===== src/hdl/wsp_pkg.sv =====
package wsp_pkg;

	localparam int SLOTS_DEF       = 16;
	localparam int WEIGHT_BITS_DEF = 24;
	localparam int FUNC_W          = 2;
	localparam int SLOT_W          = 4;
	localparam int ID_W            = 64;
	localparam int WEIGHT_W        = 24;
	localparam int KEY_W           = 64;

	localparam logic [FUNC_W-1:0] FUNC_WRITE   = 2'd0;
	localparam logic [FUNC_W-1:0] FUNC_REBUILD = 2'd1;
	localparam logic [FUNC_W-1:0] FUNC_PICK    = 2'd2;
	localparam logic [FUNC_W-1:0] FUNC_SPARE   = 2'd3;

	localparam logic [0:0] MODE_RR       = 1'b0;
	localparam logic [0:0] MODE_WEIGHTED = 1'b1;

endpackage


===== src/hdl/weighted_server_pick.sv =====
// weighted_server_pick: chooses a server from a slot table.
// s_axis carries one command beat (write slot, rebuild snapshot or pick);
// m_axis returns exactly one result beat per command, found = 0 for anything
// but a successful pick. cfg writes the pick mode (1 weighted, 0 round robin);
// the user must write it only while the block is idle; the block does not enforce this.
// Items are handled one at a time. A rebuild walks every slot through the
// table memories. A pick runs a 64-step restoring remainder of the key by the
// total weight or the snapshot count (one quotient bit per cycle), then a
// search of up to SLOTS prefix sums and a circular scan of up to SLOTS
// entries, each entry taking a memory read, then a compare.
// The result sits in an output register; s_axis_tready rises again the cycle
// after the result beat has been taken, so a stalled receiver holds the block.
// Reset clears the present/connected flags, the snapshot count, the pick mode
// (to weighted) and all control state; the id, weight and snapshot memories
// are not cleared and are only read after being written.
module weighted_server_pick
	import wsp_pkg::*;
#(
	parameter int SLOTS       = SLOTS_DEF,
	parameter int WEIGHT_BITS = WEIGHT_BITS_DEF
) (
	input  logic         clk,
	input  logic         arst_n,
	input  logic         cfg_valid,
	output logic         cfg_ready,
	input  logic         cfg_data,        // pick_mode
	input  logic         s_axis_tvalid,
	output logic         s_axis_tready,
	// func[1:0], slot[5:2], server_id[69:6], weight[93:70], present[94],
	// connected[95], key[159:96]
	input  logic [159:0] s_axis_tdata,
	output logic         m_axis_tvalid,
	input  logic         m_axis_tready,
	// found[0], chosen_slot[4:1], chosen_id[68:5], zero fill [71:69]
	output logic [71:0]  m_axis_tdata
);

	localparam int AW = $clog2(SLOTS);
	localparam int CW = $clog2(SLOTS + 1);
	localparam int PW = WEIGHT_BITS + AW;

	localparam logic [3:0] ST_IDLE  = 4'd0;
	localparam logic [3:0] ST_WRITE = 4'd1;
	localparam logic [3:0] ST_RB_RD = 4'd2;
	localparam logic [3:0] ST_RB_WR = 4'd3;
	localparam logic [3:0] ST_PK_RD = 4'd4;
	localparam logic [3:0] ST_PK_TT = 4'd5;
	localparam logic [3:0] ST_DIV   = 4'd6;
	localparam logic [3:0] ST_SR_RD = 4'd7;
	localparam logic [3:0] ST_SR_CK = 4'd8;
	localparam logic [3:0] ST_SC_RD = 4'd9;
	localparam logic [3:0] ST_SC_CK = 4'd10;
	localparam logic [3:0] ST_SC_ID = 4'd11;
	localparam logic [3:0] ST_ID_WT = 4'd12;
	localparam logic [3:0] ST_OUT   = 4'd13;

	logic [3:0]          state_q;
	logic                mode_q;
	logic [SLOTS-1:0]    present_q, connected_q;
	logic [CW-1:0]       count_q;
	logic [159:0]        in_q;
	logic [AW:0]         idx_q;     // rebuild slot index, one bit wider than a slot address
	logic [CW-1:0]       steps_q;
	logic [PW-1:0]       sum_q;
	logic [CW-1:0]       n_q;
	logic [KEY_W-1:0]    key_q;
	logic [PW:0]         rem_q;
	logic [PW-1:0]       div_q;
	logic [6:0]          bit_q;
	logic [AW-1:0]       pos_q;
	logic [AW-1:0]       chosen_q;
	logic                found_q;
	logic                out_valid_q;
	logic [ID_W-1:0]     id_out_q;

	logic [FUNC_W-1:0]   in_func;
	logic [SLOT_W-1:0]   in_slot;
	logic [ID_W-1:0]     in_id;
	logic [WEIGHT_W-1:0] in_weight;
	logic [KEY_W-1:0]    in_key;

	assign in_func   = in_q[1:0];
	assign in_slot   = in_q[5:2];
	assign in_id     = in_q[69:6];
	assign in_weight = in_q[93:70];
	assign in_key    = in_q[159:96];

	// memories
	logic                   id_we, w_we, ss_we, sp_we;
	logic [AW-1:0]          id_ra, w_ra, ss_ra, sp_ra, tbl_wa, snap_wa;
	logic [ID_W-1:0]        id_rd;
	logic [WEIGHT_BITS-1:0] w_rd;
	logic [AW-1:0]          ss_rd;
	logic [PW-1:0]          sp_rd;

	wsp_ram #(.WIDTH(ID_W), .DEPTH(SLOTS)) u_id_ram (
		.clk(clk), .we(id_we), .waddr(tbl_wa), .wdata(in_id), .raddr(id_ra), .rdata(id_rd));
	wsp_ram #(.WIDTH(WEIGHT_BITS), .DEPTH(SLOTS)) u_w_ram (
		.clk(clk), .we(w_we), .waddr(tbl_wa),
		.wdata(WEIGHT_BITS'(in_weight)), .raddr(w_ra), .rdata(w_rd));
	wsp_ram #(.WIDTH(AW), .DEPTH(SLOTS)) u_ss_ram (
		.clk(clk), .we(ss_we), .waddr(snap_wa), .wdata(idx_q[AW-1:0]),
		.raddr(ss_ra), .rdata(ss_rd));
	wsp_ram #(.WIDTH(PW), .DEPTH(SLOTS)) u_sp_ram (
		.clk(clk), .we(sp_we), .waddr(snap_wa), .wdata(sum_q + PW'(w_rd)),
		.raddr(sp_ra), .rdata(sp_rd));

	logic slot_ok;
	assign slot_ok = (32'(in_slot) < SLOTS);
	assign tbl_wa  = AW'(in_slot);
	assign snap_wa = n_q[AW-1:0];

	logic rb_use;
	assign rb_use = present_q[idx_q[AW-1:0]] & connected_q[idx_q[AW-1:0]];

	assign id_we = (state_q == ST_WRITE) && slot_ok;
	assign w_we  = id_we;
	assign ss_we = (state_q == ST_RB_WR) && rb_use;
	assign sp_we = ss_we;

	assign w_ra  = idx_q[AW-1:0];
	assign id_ra = chosen_q;
	assign ss_ra = pos_q;
	assign sp_ra = (state_q == ST_PK_RD) ? AW'(count_q - CW'(1)) : pos_q;

	// remainder step
	logic [PW:0] rem_sh;
	logic        rem_ge;
	assign rem_sh = {rem_q[PW-1:0], key_q[KEY_W-1]};
	assign rem_ge = rem_sh >= {1'b0, div_q};

	logic scan_use;
	assign scan_use = present_q[ss_rd] & connected_q[ss_rd];

	logic s_acc, m_acc;
	assign s_acc = s_axis_tvalid && s_axis_tready;
	assign m_acc = m_axis_tvalid && m_axis_tready;
	assign s_axis_tready = (state_q == ST_IDLE) && !out_valid_q;
	assign cfg_ready = 1'b1;
	assign m_axis_tvalid = out_valid_q;
	assign m_axis_tdata = {3'b000, id_out_q, SLOT_W'(chosen_q), found_q};

	always_ff @(posedge clk or negedge arst_n) begin
		if (!arst_n) begin
			state_q     <= ST_IDLE;
			mode_q      <= MODE_WEIGHTED;
			present_q   <= '0;
			connected_q <= '0;
			count_q     <= '0;
			out_valid_q <= 1'b0;
			found_q     <= 1'b0;
			chosen_q    <= '0;
			id_out_q    <= '0;
		end else begin
			if (cfg_valid && cfg_ready) begin
				mode_q <= cfg_data;
			end
			if (m_acc) begin
				out_valid_q <= 1'b0;
			end
			case (state_q)
				ST_IDLE: begin
					if (s_acc) begin
						in_q     <= s_axis_tdata;
						found_q  <= 1'b0;
						chosen_q <= '0;
						idx_q    <= '0;
						sum_q    <= '0;
						n_q      <= '0;
						case (s_axis_tdata[1:0])
							FUNC_WRITE:   state_q <= ST_WRITE;
							FUNC_REBUILD: state_q <= ST_RB_RD;
							FUNC_PICK:    state_q <= (count_q == '0) ? ST_OUT : ST_PK_RD;
							default:      state_q <= ST_OUT;
						endcase
					end
				end
				ST_WRITE: begin
					if (slot_ok) begin
						present_q[AW'(in_slot)]   <= in_q[94];
						connected_q[AW'(in_slot)] <= in_q[95];
					end
					state_q <= ST_OUT;
				end
				ST_RB_RD: begin
					state_q <= ST_RB_WR;
				end
				ST_RB_WR: begin
					if (rb_use) begin
						sum_q <= sum_q + PW'(w_rd);
						n_q   <= n_q + CW'(1);
					end
					if (idx_q == (AW+1)'(SLOTS - 1)) begin
						count_q <= n_q + CW'(rb_use);
						state_q <= ST_OUT;
					end else begin
						idx_q   <= idx_q + (AW+1)'(1);
						state_q <= ST_RB_RD;
					end
				end
				ST_PK_RD: begin
					state_q <= ST_PK_TT;
				end
				ST_PK_TT: begin
					key_q <= in_key;
					rem_q <= '0;
					bit_q <= '0;
					if (mode_q == MODE_WEIGHTED) begin
						div_q   <= sp_rd;
						state_q <= (sp_rd == '0) ? ST_OUT : ST_DIV;
					end else begin
						div_q   <= PW'(count_q);
						state_q <= ST_DIV;
					end
				end
				ST_DIV: begin
					rem_q <= rem_ge ? (rem_sh - {1'b0, div_q}) : rem_sh;
					key_q <= {key_q[KEY_W-2:0], 1'b0};
					bit_q <= bit_q + 7'd1;
					if (bit_q == 7'(KEY_W - 1)) begin
						pos_q <= '0;
						if (mode_q == MODE_WEIGHTED) begin
							state_q <= ST_SR_RD;
						end else begin
							pos_q   <= rem_ge ? AW'(rem_sh - {1'b0, div_q}) : AW'(rem_sh);
							steps_q <= '0;
							state_q <= ST_SC_RD;
						end
					end
				end
				ST_SR_RD: begin
					state_q <= ST_SR_CK;
				end
				ST_SR_CK: begin
					// stop at first prefix above the remainder, else take the last entry
					steps_q <= '0;
					if ((sp_rd > rem_q[PW-1:0]) || (CW'(pos_q) == count_q - CW'(1))) begin
						state_q <= ST_SC_RD;
					end else begin
						pos_q   <= pos_q + AW'(1);
						state_q <= ST_SR_RD;
					end
				end
				ST_SC_RD: begin
					state_q <= ST_SC_CK;
				end
				ST_SC_CK: begin
					if (scan_use) begin
						found_q  <= 1'b1;
						chosen_q <= ss_rd;
						state_q  <= ST_SC_ID;
					end else if (steps_q == count_q - CW'(1)) begin
						state_q <= ST_OUT;
					end else begin
						steps_q <= steps_q + CW'(1);
						pos_q   <= (CW'(pos_q) == count_q - CW'(1)) ? '0 : pos_q + AW'(1);
						state_q <= ST_SC_RD;
					end
				end
				ST_SC_ID: begin
					state_q <= ST_ID_WT;
				end
				ST_ID_WT: begin
					id_out_q    <= id_rd;
					out_valid_q <= 1'b1;
					state_q     <= ST_IDLE;
				end
				ST_OUT: begin
					id_out_q    <= '0;
					out_valid_q <= 1'b1;
					state_q     <= ST_IDLE;
				end
				default: begin
					state_q <= ST_IDLE;
				end
			endcase
		end
	end

`ifndef SYNTHESIS
	a_nf_zero: assert property (@(posedge clk) disable iff (!arst_n)
		(m_axis_tvalid && !m_axis_tdata[0]) |-> (m_axis_tdata[68:1] == '0))
		else $error("not-found result carries nonzero slot or id");
	a_cnt_rng: assert property (@(posedge clk) disable iff (!arst_n)
		32'(count_q) <= SLOTS)
		else $error("snapshot count beyond table");
	a_busy: assert property (@(posedge clk) disable iff (!arst_n)
		(state_q != ST_IDLE) |-> !s_axis_tready)
		else $error("input ready while working");
	a_found: assert property (@(posedge clk) disable iff (!arst_n)
		(m_axis_tvalid && m_axis_tdata[0]) |->
		(present_q[chosen_q] && connected_q[chosen_q]))
		else $error("chosen slot not usable");
`endif

endmodule


===== src/hdl/wsp_ram.sv =====
module wsp_ram #(
	parameter int WIDTH = 8,
	parameter int DEPTH = 16
) (
	input  logic                     clk,
	input  logic                     we,
	input  logic [$clog2(DEPTH)-1:0] waddr,
	input  logic [WIDTH-1:0]         wdata,
	input  logic [$clog2(DEPTH)-1:0] raddr,
	output logic [WIDTH-1:0]         rdata
);

	logic [WIDTH-1:0] mem [DEPTH];

	always_ff @(posedge clk) begin
		if (we) begin
			mem[waddr] <= wdata;
		end
		rdata <= mem[raddr];
	end

endmodule


===== config.mk =====
export PLATFORM = sky130hd
export DESIGN_NAME = weighted_server_pick
export DESIGN_NICKNAME = d
export VERILOG_FILES = /design/src/hdl/wsp_pkg.sv /design/src/hdl/weighted_server_pick.sv /design/src/hdl/wsp_ram.sv
export SDC_FILE = /design/constraint.sdc
export NUM_CORES = 2
export LEC_CHECK = 0
export BUFFER_PORTS_ARGS = -buffer_cell sky130_fd_sc_hd__buf_2
export CAP_MARGIN = 15
export CORE_MARGIN = 2
export CORE_UTILIZATION = 62
export CTS_CLUSTER_SIZE = 16
export DETAILED_ROUTE_END_ITERATION = 8
export PLACE_DENSITY = 0.79
export RECOVER_POWER = 100
export SYNTH_ARGS = -nofsm -noshare
export SYNTH_HDL_FRONTEND = slang
export SYNTH_SLANG_ARGS = --single-unit

===== constraint.sdc =====
create_clock -name clk -period 12.5 [get_ports clk]
set_clock_uncertainty 0.1 [all_clocks]
set_input_delay 0.625 -clock clk [delete_from_list [all_inputs] [get_ports clk]]
set_output_delay 0.625 -clock clk [all_outputs]
set_load 0.1 [all_outputs]

==> summary.txt <==
most common cell in the synthesized netlist - edfxtp_1
drt drc - 0
Psw - 0.00727 W
Boundary Pins - 241
initial core utilization - 0.623
RSZ-0062 raised after global routing - no
cell taking the most area after synthesis - edfxtp_1
#FFs+latches synth - 2,484
Nets - 5,544
max-cap viol count - 60
fin cells - 7,532
pwr dens - 219 mW/mm^2
setup TNS - 0 ns
Seq/Total Area, Yosys - 0.760
worst rel slew slack - -2.21
overall die width - 397 um
clock transition at the registers of the reported paths - 0.06 ns
Clk Latency, worst-skew pair - 0.87 ns
Max Slew Vio Count - 2,328
largest net degree at the start of global routing - 153
Total GRT Usage - 0.301
warnings from Yosys - 0
internal power - 0.0165 W
share of cells above drive strength 1 - 0.209
Clk pwr share - 0.293
Setup crit end kind - flip-flop
Placer Congestion - 0.859
number of CTS-inserted buffers - 227
Critical Path AT - 9.17 ns
Die ar. - 0.158 mm^2
min cycle time layout - 8.90 ns
initial antenna violation count - 7
leakage - 35.4 nW
WHS - 0.165 ns
Overflow after GRT - 0
crit-path max FO - 81
WL per Instance - 31.2 um
Post-synth ARST share - 0.0451
Final Hold Viols - 0
synthesized instance count - 4,774
Post-CTS Hold Buffers - 162
maximum vdd drop - 0.254 mV
Core Footprint - 0.154 mm^2
die height - 397 um
worst path required time - 12.77 ns
vias in the first global route - 51,500
# clock sinks - 2,484
Clock Path Buffers - 3
via density per instance - 6.61
ys flop type - edfxtp_1
CTS root buf - clkbuf_16
switch share - 0.306
Vias - 49,800
Tightest Pin Transition - 4.81 ns
row count - 144
Synth top area share - 0.706
synth cell count leaders - 2,252 x edfxtp_1, 578 x mux4_2, 336 x nand2_1, 125 x o21ai_0, 123 x clkbuf_1
count of different cell masters after synthesis - 72
Synth Area per Inst - 20.1 um^2
synth top area cells - edfxtp_1 71%, mux4_2 14%, dfrtp_1 2.9%, dfxtp_1 2.5%, nand2_1 1.3%
antenna-violating nets left - 0
placed insts - 6,929
wirelength, routed - 235,000 um
CTS H-tree lvls - 4
sequential power share - 0.464
HPWL after DPL - 119,000 um
Area Overhead vs Synth - 13.0%
worst min-delay path class - input pin to flip-flop
period utilisation layout - 0.712
violated checks - capacitance limit, slew limit
Mapped Area - 0.0958 mm^2
n_diodes - 0
Fmax achieved - 0.112 GHz
fill cell count - 8,795
status - finished with violations
DR pass1 iterations - 5
Setup-failing EPs final - 0
# port buffers - 236
Post-CTS Setup Inserts - 0
Initial DRC Count - 5,840
startpoint class of the critical path - flip-flop
critical path class - flip-flop to flip-flop
number of synthesized flops with an enable pin - 2,252
CTS tree - done
first-pass GRT wire length - 344,000 um
post-CTS sizing - 0
combinational cell fraction of total power - 0.243
[routing by layer]
| layer | track usage | part of all wire | vias to the layer above |
|---|---|---|---|
| met3 | 0.0507 | 0.085 | 562 |
| met2 | 0.518 | 0.52 | 3097 |
| met5 | 0 | 0.00019 | - |
| met1 | 0.389 | 0.35 | 25900 |
| met4 | 0.114 | 0.040 | 6 |
| li1 | - | - | 20200 |
[state kept, by name, indices dropped and copies added, names as in the netlist, 5 cells and up]
name            flops
u_sp_ram.mem      448
in_q              158
n_q                 5
steps_q             5
rem_q              28
connected_q        16
bit_q               7
idx_q               5
count_q             5
present_q          16
u_w_ram.mem       384
u_ss_ram.mem       64
key_q              64
sum_q              28
id_out_q           64
u_id_ram.rdata     64
div_q              28
u_sp_ram.rdata     28
u_id_ram.mem     1024
u_w_ram.rdata      24
[final cells by class]
| class | instances | area [um^2] | area share |
|---|---|---|---|
| Multi-Input combinational cell | 1977 | 21700 | 0.201 |
| Clock buffer | 339 | 6540 | 0.0604 |
| Inverter | 88 | 330 | 0.00305 |
| Clock inverter | 95 | 1020 | 0.00942 |
| Tap cell | 2044 | 2560 | 0.0236 |
| Sequential cell | 2484 | 72800 | 0.673 |
| Timing Repair Buffer | 505 | 3240 | 0.0299 |
[through the flow]
stage	power [W]	util	area (um^2)	worst slack (ns)
after floorplan	0.0151	-	95800	2.93
after global placement	0.0165	0.648	99700	7.23
after detailed placement	0.0167	0.648	99700	7.19
after CTS	0.0238	0.707	109000	7.08
after global routing	0.0245	0.704	108000	3.44
final	0.0237	0.704	108000	3.60
[power groups by stage]
stage	combinational (W)	sequential (W)	clock [W]
after global routing	0.00614	0.0111	0.00731
after floorplan	0.00375	0.0113	0
after detailed placement	0.00560	0.0111	0
after global placement	0.00547	0.0111	0
after CTS	0.00577	0.0110	0.00702
final	0.00577	0.0110	0.00697
[logic make-up (layout without fill, tap and decap cells)]
family / after synthesis / in the layout / synth area share
AO/OA/AOI/OAI: 408 / 408 / 0.0263
XOR/XNOR: 72 / 72 / 0.00658
adder cells (fa/ha/maj): 95 / 95 / 0.0126
buffers and inverters: 315 / 1027 / 0.0143
flip-flops: 2484 / 2484 / 0.760
multiplexers: 648 / 648 / 0.144
other: 2 / 4 / 0.0000784
AND/OR/NAND/NOR: 750 / 750 / 0.0366
[cells in the final DEF, fill, tap and decap left out, types with 15 or more instances in the layout]
| master | netlist | routed |
|---|---|---|
| buf_2 | 26 | 117 |
| mux2i_1 | 31 | 31 |
| dfxtp_1 | 120 | 120 |
| clkinv_1 | 0 | 18 |
| nor2b_1 | 38 | 38 |
| a211oi_1 | 42 | 44 |
| dlygate4sd3_1 | 0 | 162 |
| dfrtp_1 | 111 | 109 |
| inv_1 | 88 | 88 |
| nor3_1 | 21 | 20 |
| edfxtp_1 | 2252 | 2252 |
| xor2_1 | 25 | 25 |
| xnor2_1 | 47 | 47 |
| a21oi_1 | 121 | 120 |
| nand2b_1 | 73 | 73 |
| and2_1 | 55 | 22 |
| o21ai_0 | 125 | 126 |
| buf_4 | 9 | 29 |
| ha_1 | 93 | 93 |
| o211ai_1 | 15 | 15 |
| nand3_1 | 41 | 41 |
| clkinv_2 | 0 | 40 |
| nor2_1 | 122 | 110 |
| clkbuf_8 | 0 | 35 |
| and2_0 | 0 | 33 |
| clkbuf_1 | 123 | 265 |
| a21o_1 | 27 | 27 |
| mux2_2 | 39 | 39 |
| mux4_2 | 578 | 578 |
| nand2_1 | 336 | 337 |
| clkbuf_16 | 0 | 231 |
[worst paths after layout]
kind                                            start                           end  slack (ns)  depth (start not counted)
setup / recovery               state_q[0]$_DFFE_PN0P_  u_w_ram.mem[8][12]$_DFFE_PP_        3.60                          6
hold reg to reg            u_id_ram.rdata[26]$_DFF_P_      id_out_q[26]$_DFFE_PN0P_        0.36                          2
max in group asynchronous                      arst_n       chosen_q[3]$_DFFE_PN0P_        7.26                          3
min in group asynchronous                      arst_n           found_q$_DFFE_PN0P_        0.61                          2
hold / removal                        s_axis_tdata[1]        state_q[0]$_DFFE_PN0P_        0.16                          4
setup reg to reg               state_q[0]$_DFFE_PN0P_  u_w_ram.mem[8][12]$_DFFE_PP_        3.60                          6
[critical path, cell delays in order (launching register included)]
cell and delay [ns]:
dfrtp_1 2.69, nand2_1 0.34, nor3_1 0.90, or3b_2 0.62, nor2_4 0.13, buf_4 0.72, clkbuf_1 2.81
Power figures use the tool's default switching activity.
